`src/rtl/krck_pkg.sv`:
```
`timescale 1ns / 1ps

package krck_pkg;

    localparam int unsigned BYTE_W      = 8;
    localparam int unsigned KEY_W       = 16;
    localparam int unsigned ROUND_W     = 5;
    localparam int unsigned ECHO_W      = 5;
    localparam int unsigned EXP_LEN_W   = 7;
    localparam int unsigned CFG_INDEX_W = 2;
    localparam int unsigned CFG_DATA_W  = 8;

    localparam logic [CFG_INDEX_W-1:0] CFG_ECHO_LEN     = 2'd0;
    localparam logic [CFG_INDEX_W-1:0] CFG_EXPECTED_LEN = 2'd1;

    localparam logic [ECHO_W-1:0]    ECHO_LEN_RESET     = 5'd4;
    localparam logic [EXP_LEN_W-1:0] EXPECTED_LEN_RESET = 7'd6;

    localparam logic [BYTE_W-1:0] COUNT_MAX = 8'hFF;
    localparam logic [BYTE_W-1:0] SEED_HIGH_POS = 8'd3;
    localparam logic [BYTE_W-1:0] SEED_LOW_POS  = 8'd4;

    typedef enum logic [1:0] {
        FS_OK       = 2'd0,
        FS_EMPTY    = 2'd1,
        FS_LEN_ERR  = 2'd2,
        FS_CSUM_ERR = 2'd3
    } frame_status_t;

    typedef enum logic [1:0] {
        ST_IDLE,
        ST_ROUND,
        ST_FINISH
    } ctrl_state_t;

    typedef struct packed {
        logic byte_en;
        logic key_load;
        logic key_step;
        logic finish;
    } dp_cmd_t;

    typedef struct packed {
        logic round_last;
        logic rounds_zero;
    } dp_status_t;

    function automatic logic [KEY_W-1:0] key_round(input logic [KEY_W-1:0] w);
        logic             fb;
        logic [KEY_W-1:0] nxt;
        fb  = w[1] ^ w[2] ^ w[8] ^ w[9];
        nxt = {fb, w[KEY_W-1:1]};
        nxt[0] = ~(w[3] & w[13]);
        return nxt;
    endfunction

    function automatic logic [ROUND_W-1:0] round_count(input logic [KEY_W-1:0] q);
        return {1'b0, q[15], q[7], q[4], q[0]} + 5'd1;
    endfunction

endpackage

```
`src/rtl/kline_response_check_keygen.sv`:
```
`timescale 1ns / 1ps

// K-Line response window checker with seed-to-key generation.
// Input channel (s_valid/s_ready): one beat per received line byte
// (s_req_type = 0, byte on s_rx_byte) or a window-close beat (s_req_type = 1).
// The first echo_len bytes of a window are dropped as line echo; the rest are
// counted, summed and bytes 3 and 4 held as the seed.
// Result channel (m_valid/m_ready): one beat per close beat carrying the frame
// status, captured byte count and 16-bit key; byte beats give no result.
// Config channel (cfg_valid/cfg_ready, always ready): index 0 writes echo_len,
// index 1 expected_len; other indexes are ignored. Write only while idle.
// Sequencing: a byte beat is taken while idle. A close beat loads the seed, then
// runs 1 to 16 key rounds (one round per cycle in the shift-feedback unit), then
// registers the result, which raises m_valid.
// The result sits in an output register: byte beats are taken while it waits,
// a further close beat runs its rounds and then holds until m_ready frees it.
// Reset: echo_len = 4, expected_len = 6, window and key state cleared,
// no result pending, input ready on the first cycle after reset.
module kline_response_check_keygen (
    input  logic                                aclk,
    input  logic                                aresetn,
    input  logic                                s_valid,
    output logic                                s_ready,
    input  logic                                s_req_type,
    input  logic [krck_pkg::BYTE_W-1:0]         s_rx_byte,
    output logic                                m_valid,
    input  logic                                m_ready,
    output logic [1:0]                          m_frame_status,
    output logic [krck_pkg::BYTE_W-1:0]         m_resp_count,
    output logic [krck_pkg::KEY_W-1:0]          m_key,
    input  logic                                cfg_valid,
    output logic                                cfg_ready,
    input  logic [krck_pkg::CFG_INDEX_W-1:0]    cfg_index,
    input  logic [krck_pkg::CFG_DATA_W-1:0]     cfg_data
);

    krck_pkg::dp_cmd_t    cmd;
    krck_pkg::dp_status_t status;

    assign cfg_ready = 1'b1;

    krck_ctrl u_ctrl (
        .aclk       (aclk),
        .aresetn    (aresetn),
        .s_valid    (s_valid),
        .s_ready    (s_ready),
        .s_req_type (s_req_type),
        .m_valid    (m_valid),
        .m_ready    (m_ready),
        .status     (status),
        .cmd        (cmd)
    );

    krck_dp u_dp (
        .aclk         (aclk),
        .aresetn      (aresetn),
        .cmd          (cmd),
        .status       (status),
        .rx_byte      (s_rx_byte),
        .cfg_we       (cfg_valid),
        .cfg_index    (cfg_index),
        .cfg_data     (cfg_data),
        .frame_status (m_frame_status),
        .resp_count   (m_resp_count),
        .key          (m_key)
    );

endmodule

```
`src/rtl/krck_ctrl.sv`:
```
`timescale 1ns / 1ps

module krck_ctrl (
    input  logic                  aclk,
    input  logic                  aresetn,
    input  logic                  s_valid,
    output logic                  s_ready,
    input  logic                  s_req_type,
    output logic                  m_valid,
    input  logic                  m_ready,
    input  krck_pkg::dp_status_t  status,
    output krck_pkg::dp_cmd_t     cmd
);

    krck_pkg::ctrl_state_t state_reg;
    krck_pkg::ctrl_state_t state_next;
    logic                  m_valid_reg;
    logic                  m_valid_next;

    always_ff @(posedge aclk) begin
        if (!aresetn) begin
            state_reg   <= krck_pkg::ST_IDLE;
            m_valid_reg <= 1'b0;
        end else begin
            state_reg   <= state_next;
            m_valid_reg <= m_valid_next;
        end
    end

    always_comb begin
        state_next   = state_reg;
        m_valid_next = m_valid_reg & ~m_ready;
        s_ready      = 1'b0;
        cmd          = '0;
        case (state_reg)
            krck_pkg::ST_IDLE: begin
                s_ready = 1'b1;
                if (s_valid) begin
                    if (s_req_type) begin
                        cmd.key_load = 1'b1;
                        state_next   = krck_pkg::ST_ROUND;
                    end else begin
                        cmd.byte_en = 1'b1;
                    end
                end
            end
            krck_pkg::ST_ROUND: begin
                cmd.key_step = 1'b1;
                if (status.round_last) begin
                    state_next = krck_pkg::ST_FINISH;
                end
            end
            krck_pkg::ST_FINISH: begin
                if (!m_valid_reg || m_ready) begin
                    cmd.finish   = 1'b1;
                    m_valid_next = 1'b1;
                    state_next   = krck_pkg::ST_IDLE;
                end
            end
            default: begin
                state_next = krck_pkg::ST_IDLE;
            end
        endcase
    end

    assign m_valid = m_valid_reg;

    a_close_starts_rounds: assert property (@(posedge aclk) disable iff (!aresetn)
        s_valid && s_ready && s_req_type |=> state_reg == krck_pkg::ST_ROUND)
        else $error("close beat did not start key rounds");

    a_finish_no_overwrite: assert property (@(posedge aclk) disable iff (!aresetn)
        cmd.finish |-> !m_valid_reg || m_ready)
        else $error("result overwritten while still pending");

    a_finish_after_rounds: assert property (@(posedge aclk) disable iff (!aresetn)
        cmd.finish |-> status.rounds_zero)
        else $error("result taken before key rounds completed");

endmodule

```
`src/rtl/krck_dp.sv`:
```
`timescale 1ns / 1ps

module krck_dp (
    input  logic                                   aclk,
    input  logic                                   aresetn,
    input  krck_pkg::dp_cmd_t                      cmd,
    output krck_pkg::dp_status_t                   status,
    input  logic [krck_pkg::BYTE_W-1:0]            rx_byte,
    input  logic                                   cfg_we,
    input  logic [krck_pkg::CFG_INDEX_W-1:0]       cfg_index,
    input  logic [krck_pkg::CFG_DATA_W-1:0]        cfg_data,
    output logic [1:0]                             frame_status,
    output logic [krck_pkg::BYTE_W-1:0]            resp_count,
    output logic [krck_pkg::KEY_W-1:0]             key
);

    logic [krck_pkg::ECHO_W-1:0]    echo_len_reg;
    logic [krck_pkg::EXP_LEN_W-1:0] expected_len_reg;
    logic [krck_pkg::BYTE_W-1:0]    raw_count_reg;
    logic [krck_pkg::BYTE_W-1:0]    captured_count_reg;
    logic [krck_pkg::BYTE_W-1:0]    running_sum_reg;
    logic [krck_pkg::BYTE_W-1:0]    last_byte_reg;
    logic [krck_pkg::BYTE_W-1:0]    seed_high_reg;
    logic [krck_pkg::BYTE_W-1:0]    seed_low_reg;
    logic [krck_pkg::KEY_W-1:0]     key_work_reg;
    logic [krck_pkg::ROUND_W-1:0]   rounds_left_reg;
    logic [1:0]                     frame_status_reg;
    logic [krck_pkg::BYTE_W-1:0]    resp_count_reg;
    logic [krck_pkg::KEY_W-1:0]     key_reg;

    logic                           capture;
    logic [krck_pkg::KEY_W-1:0]     seed;
    logic [krck_pkg::BYTE_W-1:0]    sum_before_last;
    krck_pkg::frame_status_t        status_next;

    assign capture         = raw_count_reg >= {3'b000, echo_len_reg};
    assign seed            = {seed_high_reg, seed_low_reg};
    assign sum_before_last = running_sum_reg - last_byte_reg;

    always_comb begin
        if (captured_count_reg == '0) begin
            status_next = krck_pkg::FS_EMPTY;
        end else if (captured_count_reg != {1'b0, expected_len_reg}) begin
            status_next = krck_pkg::FS_LEN_ERR;
        end else if (sum_before_last != last_byte_reg) begin
            status_next = krck_pkg::FS_CSUM_ERR;
        end else begin
            status_next = krck_pkg::FS_OK;
        end
    end

    always_ff @(posedge aclk) begin
        if (!aresetn) begin
            echo_len_reg     <= krck_pkg::ECHO_LEN_RESET;
            expected_len_reg <= krck_pkg::EXPECTED_LEN_RESET;
        end else if (cfg_we) begin
            if (cfg_index == krck_pkg::CFG_ECHO_LEN) begin
                echo_len_reg <= cfg_data[krck_pkg::ECHO_W-1:0];
            end else if (cfg_index == krck_pkg::CFG_EXPECTED_LEN) begin
                expected_len_reg <= cfg_data[krck_pkg::EXP_LEN_W-1:0];
            end
        end
    end

    always_ff @(posedge aclk) begin
        if (!aresetn) begin
            raw_count_reg      <= '0;
            captured_count_reg <= '0;
            running_sum_reg    <= '0;
            last_byte_reg      <= '0;
            seed_high_reg      <= '0;
            seed_low_reg       <= '0;
            key_work_reg       <= '0;
            rounds_left_reg    <= '0;
        end else begin
            if (cmd.byte_en) begin
                if (capture) begin
                    if (captured_count_reg == krck_pkg::SEED_HIGH_POS) begin
                        seed_high_reg <= rx_byte;
                    end else if (captured_count_reg == krck_pkg::SEED_LOW_POS) begin
                        seed_low_reg <= rx_byte;
                    end
                    running_sum_reg <= running_sum_reg + rx_byte;
                    last_byte_reg   <= rx_byte;
                    if (captured_count_reg != krck_pkg::COUNT_MAX) begin
                        captured_count_reg <= captured_count_reg + 8'd1;
                    end
                end
                if (raw_count_reg != krck_pkg::COUNT_MAX) begin
                    raw_count_reg <= raw_count_reg + 8'd1;
                end
            end
            if (cmd.key_load) begin
                key_work_reg    <= seed;
                rounds_left_reg <= krck_pkg::round_count(seed);
            end
            if (cmd.key_step) begin
                key_work_reg    <= krck_pkg::key_round(key_work_reg);
                rounds_left_reg <= rounds_left_reg - 5'd1;
            end
            if (cmd.finish) begin
                raw_count_reg      <= '0;
                captured_count_reg <= '0;
                running_sum_reg    <= '0;
                last_byte_reg      <= '0;
                seed_high_reg      <= '0;
                seed_low_reg       <= '0;
            end
        end
    end

    always_ff @(posedge aclk) begin
        if (cmd.finish) begin
            frame_status_reg <= status_next;
            resp_count_reg   <= captured_count_reg;
            key_reg          <= key_work_reg;
        end
    end

    assign status.round_last  = rounds_left_reg == 5'd1;
    assign status.rounds_zero = rounds_left_reg == '0;
    assign frame_status       = frame_status_reg;
    assign resp_count         = resp_count_reg;
    assign key                = key_reg;

    a_load_nonzero_rounds: assert property (@(posedge aclk) disable iff (!aresetn)
        cmd.key_load |=> rounds_left_reg != '0 && rounds_left_reg <= 5'd16)
        else $error("round count out of range after load");

    a_step_only_when_pending: assert property (@(posedge aclk) disable iff (!aresetn)
        cmd.key_step |-> rounds_left_reg != '0)
        else $error("key round with no rounds left");

    a_finish_clears_window: assert property (@(posedge aclk) disable iff (!aresetn)
        cmd.finish |=> captured_count_reg == '0 && raw_count_reg == '0)
        else $error("window not cleared after result");

endmodule

```
`config.mk`:
```
export PLATFORM = sky130hd
export DESIGN_NAME = kline_response_check_keygen
export DESIGN_NICKNAME = d
export VERILOG_FILES = /design/src/rtl/krck_pkg.sv /design/src/rtl/kline_response_check_keygen.sv /design/src/rtl/krck_ctrl.sv /design/src/rtl/krck_dp.sv
export SDC_FILE = /design/constraint.sdc
export NUM_CORES = 1
export LEC_CHECK = 0
export BUFFER_PORTS_ARGS = -buffer_cell sky130_fd_sc_hd__buf_4
export CAP_MARGIN = 5
export CORE_MARGIN = 8
export CORE_UTILIZATION = 33
export DETAILED_ROUTE_END_ITERATION = 8
export GPL_ROUTABILITY_DRIVEN = 1
export HOLD_SLACK_MARGIN = 0.12
export PLACE_DENSITY = 0.53
export SLEW_MARGIN = 40
export SYNTH_ARGS = -nofsm -noshare
export SYNTH_HDL_FRONTEND = slang
export SYNTH_SLANG_ARGS = --single-unit
```
`constraint.sdc`:
```
create_clock -name aclk -period 2.9 [get_ports aclk]
set_input_delay 0.435 -clock aclk [delete_from_list [all_inputs] [get_ports aclk]]
set_output_delay 0.435 -clock aclk [all_outputs]
set_load 0.005 [all_outputs]
```
======== Word-level counts from Yosys, hierarchy flattened ========
Cells that the tools add are included.
W data, S select, Z words.
storage, ports and cells
  input bits .............................. 24
  flip-flop bits (word level) ............. 110
  output and inout bits ................... 29
  word-level logic and storage cells ...... 82
cells by class
  add/subtract/negate cells ............... 6
  bitwise gates (word level) .............. 10
  reduce and logical (&&, ||, !) cells .... 15
  equal/unequal tests ..................... 14
  magnitude comparators ................... 1
  muxes and demuxes ....................... 21
operator list
  cell                   count
  $mux W16               2
  $add A8 B1 Y8 const B  2
  $mux W2                8
  $ne A8 B8 Y1 const B   2
  $mux W5                2
  $reduce_and A3 Y1      3
  $add A8 B8 Y8          1
  $eq A8 B2 Y1 const B   1
  $eq A8 B3 Y1 const B   1
  $ge A8 B5 Y1           1
  $logic_not A8 Y1       1
  $mux W1                8
  $ne A8 B7 Y1           1
  $ne A8 B8 Y1           1
  $reduce_and A4 Y1      2
  $sub A8 B8 Y8          1
  $ne A2 B2 Y1 const B   3
  $pmux W2 S3            1
  $reduce_and A2 Y1      3
  $add A4 B1 Y5 const B  1
  $eq A5 B1 Y1 const B   1
  $not A1 Y1             5
  $sub A5 B1 Y5 const B  1
  $eq A2 B1 Y1 const B   2
  9 further kinds        13

======== Depth between registers and ports, before layout ========
  word-level depth ........................ 5
  gate-level depth with buffers ........... 9
  mapped depth without buffers ............ 9

======== Hierarchy ========
A second synthesis with hierarchy kept.
unflattened totals
  cells, all modules ...................... 546
  area total of the unflattened synthesis .. 5427.7 sq um
modules (own cells, without submodules)
  module                       seq. area each (sq um)  area an instance (sq um)  cells an instance  times used
  krck_dp                      2382.3                  5251.3                    526                1
  krck_ctrl                    60.1                    165.2                     18                 1
  kline_response_check_keygen  0.0                     11.3                      2                  1

======== Worst setup path before layout ========
Ideal clock, no wire load.
  path kind ............................... register -> register
  from .................................... register u_dp.running_sum_reg[0] (netlist bit)
  to ...................................... register u_dp.frame_status_reg[1], in the netlist u_dp.frame_status[1] (data pin)
  setup time .............................. 0.274 ns
  slack ................................... 0.770 ns
  clock period less this slack ............ 2.130 ns
  arrival time ............................ 1.856 ns
  path buffers ............................ 0
  stages on the path, launching flop included .. 10
  data required time ...................... 2.626 ns
  cells stage by stage .................... dfxtp_1 -> inv_1 -> ha_1 -> fa_1 -> nand2b_1 -> a21oi_1 -> xnor2_1 -> nor4_1 -> and4b_1 -> a31oi_1
between the ends
  cells in the longest elaborated chain, start to end .. 4
RTL lines
  what                    line            text
  start, declared         krck_dp.sv:21   logic [krck_pkg::BYTE_W-1:0] running_sum_reg;
  start signal, assigned  krck_dp.sv:83   running_sum_reg <= running_sum_reg + rx_byte;
  $sub A8 B8 Y8           krck_dp.sv:38   assign sum_before_last = running_sum_reg - last_byte_reg;
  $ne A8 B8 Y1            krck_dp.sv:45   end else if (sum_before_last != last_byte_reg) begin
  $mux W2                 krck_dp.sv:45
  $mux W2                 krck_dp.sv:43   end else if (captured_count_reg != {1'b0, expected_len_reg}) begin
  end signal, assigned    krck_dp.sv:114  frame_status_reg <= status_next;
  end, declared           krck_dp.sv:27   logic [1:0] frame_status_reg;
No other way between the ends.
A chain may end at the register's enable or synchronous reset.

======== Worst setup path after layout ========
Same ends and word-level chain as after synthesis.

==> flow_summary.json <==
{
  "outcome": "complete, no violations",
  "grt_usage_pct": 11.6,
  "powerDensity_nw_per_um2": 498,
  "synthXorXnorAreaFrac_pct": 5.53,
  "fmax_ghz": 0.424,
  "grt_max_degree": 38,
  "dieArea_um2": 20100,
  "routed_via_density": 4.78,
  "fin_crit_sh_pct": 81.3,
  "cts_root_buffer": "clkbuf_16",
  "overflow": 0,
  "skew_ns": 0.00854,
  "cap_violations": 0,
  "clock_path_buffers": 2,
  "cts-resized-gates": 0,
  "clkSinkCount": 109,
  "die_h_um": 142,
  "grt_first_pass_wirelength_mm": 18.7,
  "ys_seq_area_share_pct": 46.8,
  "grt_pass1_vias": 3720,
  "drc_errors": 0,
  "core_area_um2": 15700,
  "numPortBuffers": 50,
  "rsz0062_at_grt": "false",
  "synthCells": 544,
  "clk_latency_ns": 0.34,
  "synth_seq_cells": 109,
  "ys_types": 57,
  "drtPass1Iterations": 4,
  "leakagePower_uw": 0.00273,
  "antenna_found_initial": 0,
  "start_util_pct": 33.4,
  "maxSlewViolCount": 0,
  "clkSlewWorstSetupHoldPaths_ns": 0.07,
  "syn_to_final_growth_pct": 16.8,
  "relSlewSlack_pct": 54.0,
  "drt_iter0_drc": 196,
  "synth-compound-area-share_pct": 11.5,
  "rows": 46,
  "ios": 53,
  "hold_path.class": "in -> reg",
  "routedWlPerCell_um": 14.0,
  "hpwl_mm": 8.43,
  "tightest_slew_ns": 0.689,
  "globalplace.congestion": 0.789,
  "synthFlopType": "dfxtp_1",
  "ant_nets": 0,
  "cts_made_buffers": 9,
  "dr_total_vias": 3885,
  "critical_path_class": "reg -> reg",
  "post_cts_buffers": 0,
  "synth_edf_count": 26,
  "final.setup.tns_ns": 0,
  "critPathLaunchType": "flip-flop",
  "htreeDepth": 3,
  "muxShareOfSynthArea_pct": 8.43,
  "synthesis.area_um2": 5220,
  "layout_min_cycle_time_ns": 2.36,
  "hold_buffers": 0,
  "drive_gt1_share_pct": 12.8,
  "vdd_drop_max_uv": 299,
  "synthSimpleGateAreaFrac_pct": 16.8,
  "wl_mm": 11.4,
  "antenna_cells": 0,
  "syn_area_per_cell_um2": 9.60,
  "place_area_um2": 5830,
  "end_kind": "flip-flop",
  "yosysWarnings": 0,
  "synth_top_family_by_area": "simple AND/OR/NAND/NOR gates",
  "hold_viol_final": 0,
  "finalInstanceArea_um2": 6100,
  "critPathRequiredTime_ns": 2.98,
  "crit_arrival_ns": 2.44,
  "finalSetupViolCount": 0,
  "hold_slack_ns": 0.319,
  "cts_tree": "built",
  "final_nets": 642,
  "die_w_um": 142,
  "syn_nets": 595,
  "critPathMaxFanout": 3,
  "synthArstFlopShare_pct": 0,
  "synthAdderAreaFrac_pct": 6.75
}
## synth_stat cells, types with 2 or more instances
| cell type | n | area share [%] |
|---|---|---|
| nand2b_1 | 4 | 0.48 |
| o21ai_0 | 17 | 1.6 |
| nor2_1 | 56 | 4.0 |
| nor2b_1 | 13 | 1.6 |
| a31oi_1 | 2 | 0.24 |
| buf_1 | 6 | 0.43 |
| edfxtp_1 | 26 | 15 |
| fa_1 | 2 | 0.77 |
| mux2i_1 | 44 | 8.4 |
| nand4_1 | 6 | 0.72 |
| clkbuf_1 | 12 | 0.86 |
| nand2_1 | 60 | 4.3 |
| ha_1 | 25 | 6.0 |
| o211a_1 | 14 | 2.7 |
| and3_1 | 4 | 0.48 |
| o2111ai_1 | 2 | 0.34 |
| xnor2_1 | 17 | 2.9 |
| a211oi_1 | 2 | 0.29 |
| nor3_1 | 7 | 0.67 |
| a21boi_0 | 4 | 0.57 |
| or3_1 | 4 | 0.48 |
| xor2_1 | 16 | 2.7 |
| a22oi_1 | 2 | 0.29 |
| o211ai_1 | 2 | 0.29 |
| nor4_1 | 4 | 0.48 |
| and2_1 | 3 | 0.36 |
| buf_2 | 2 | 0.19 |
| dfxtp_1 | 83 | 32 |
| o22ai_1 | 3 | 0.36 |
| a21oi_1 | 31 | 3.0 |
| nand3_1 | 13 | 1.2 |
| nand3b_1 | 3 | 0.43 |
| inv_1 | 31 | 2.2 |
## report_power, final
part           total (µW)  switching [µW]  internal (µW)
combinational         270             148            121
sequential           1620            33.1           1590
clock                1150             558            588
total                3040             739           2300
## layout make-up
cell class              count  area [µm²]
fillers                  1588        9550
multi-input cells         382        2570
flip-flops and latches    109        2440
repair buffers             58         435
well taps                 216         270
clock buffers              11         233
inverters                  31         116
clock inverters             5        37.5
## cell families (layout without fill, tap and decap cells)
kind of cell / after synthesis / in the layout
adders and majority gates: 27 / 27
buffers and inverters: 53 / 105
other: 1 / 1
muxes: 44 / 44
AOI/OAI and AO/OA: 91 / 91
xor gates and xnor gates: 33 / 33
DFF: 109 / 109
and+or+nand+nor: 186 / 186
## routing by layer
| layer | global-route usage, % | share of wire, % | vias up |
|---|---|---|---|
| met3 | 2.55 | 3.8 | 11 |
| met1 | 14.1 | 46 | 1825 |
| met2 | 19.8 | 49 | 61 |
| met4 | 4.01 | 1.4 | 0 |
| met5 | 0 | 0 | - |
| li1 | - | - | 1988 |
## layout by cell type (no fill, tap or decap), types with 16 or more instances in the layout
master	count
nor2_1	56
xnor2_1	17
dfxtp_1	83
buf_4	58
xor2_1	16
edfxtp_1	26
mux2i_1	44
o21ai_0	17
ha_1	25
a21oi_1	31
inv_1	31
nand2_1	60
## metrics by stage
stage | std cells | setup slack (ns) | power (µW) | util (%)
CTS | 812 | 0.495 | 3070 | 39.0
global route | 812 | 0.341 | 3180 | 39.0
floorplan | 544 | 0.770 | 1840 | -
finish | 812 | 0.542 | 3040 | 39.0
detailed placement | 796 | 0.509 | 1930 | 37.3
global placement | 796 | 0.506 | 1920 | 37.3
## path summary, 6_finish.rpt
path	end	cells past startpoint	slack, ns	startpoint
worst max-delay path	u_dp.frame_status[1]$_SDFFCE_PN0P_	9	0.54	u_dp.running_sum_reg[0]$_SDFFE_PP0P_
worst min-delay path	u_dp.expected_len_reg[2]$_SDFFE_PN1P_	3	0.32	cfg_data[2]
worst max register to register	u_dp.frame_status[1]$_SDFFCE_PN0P_	9	0.54	u_dp.running_sum_reg[0]$_SDFFE_PP0P_
worst min register to register	u_dp.key[0]$_DFFE_PP_	0	0.44	u_dp.key_work_reg[0]$_SDFFE_PN0P_
## worst max-delay path, cell delays in order (launching register included)
cell and delay [ns]:
dfxtp_1 0.36, inv_1 0.05, ha_1 0.20, fa_1 0.40, nand2b_1 0.17, a21oi_1 0.16
xnor2_1 0.09, nor4_1 0.28, and4b_1 0.30, a31oi_1 0.10
Power figures use the tool's default switching activity.
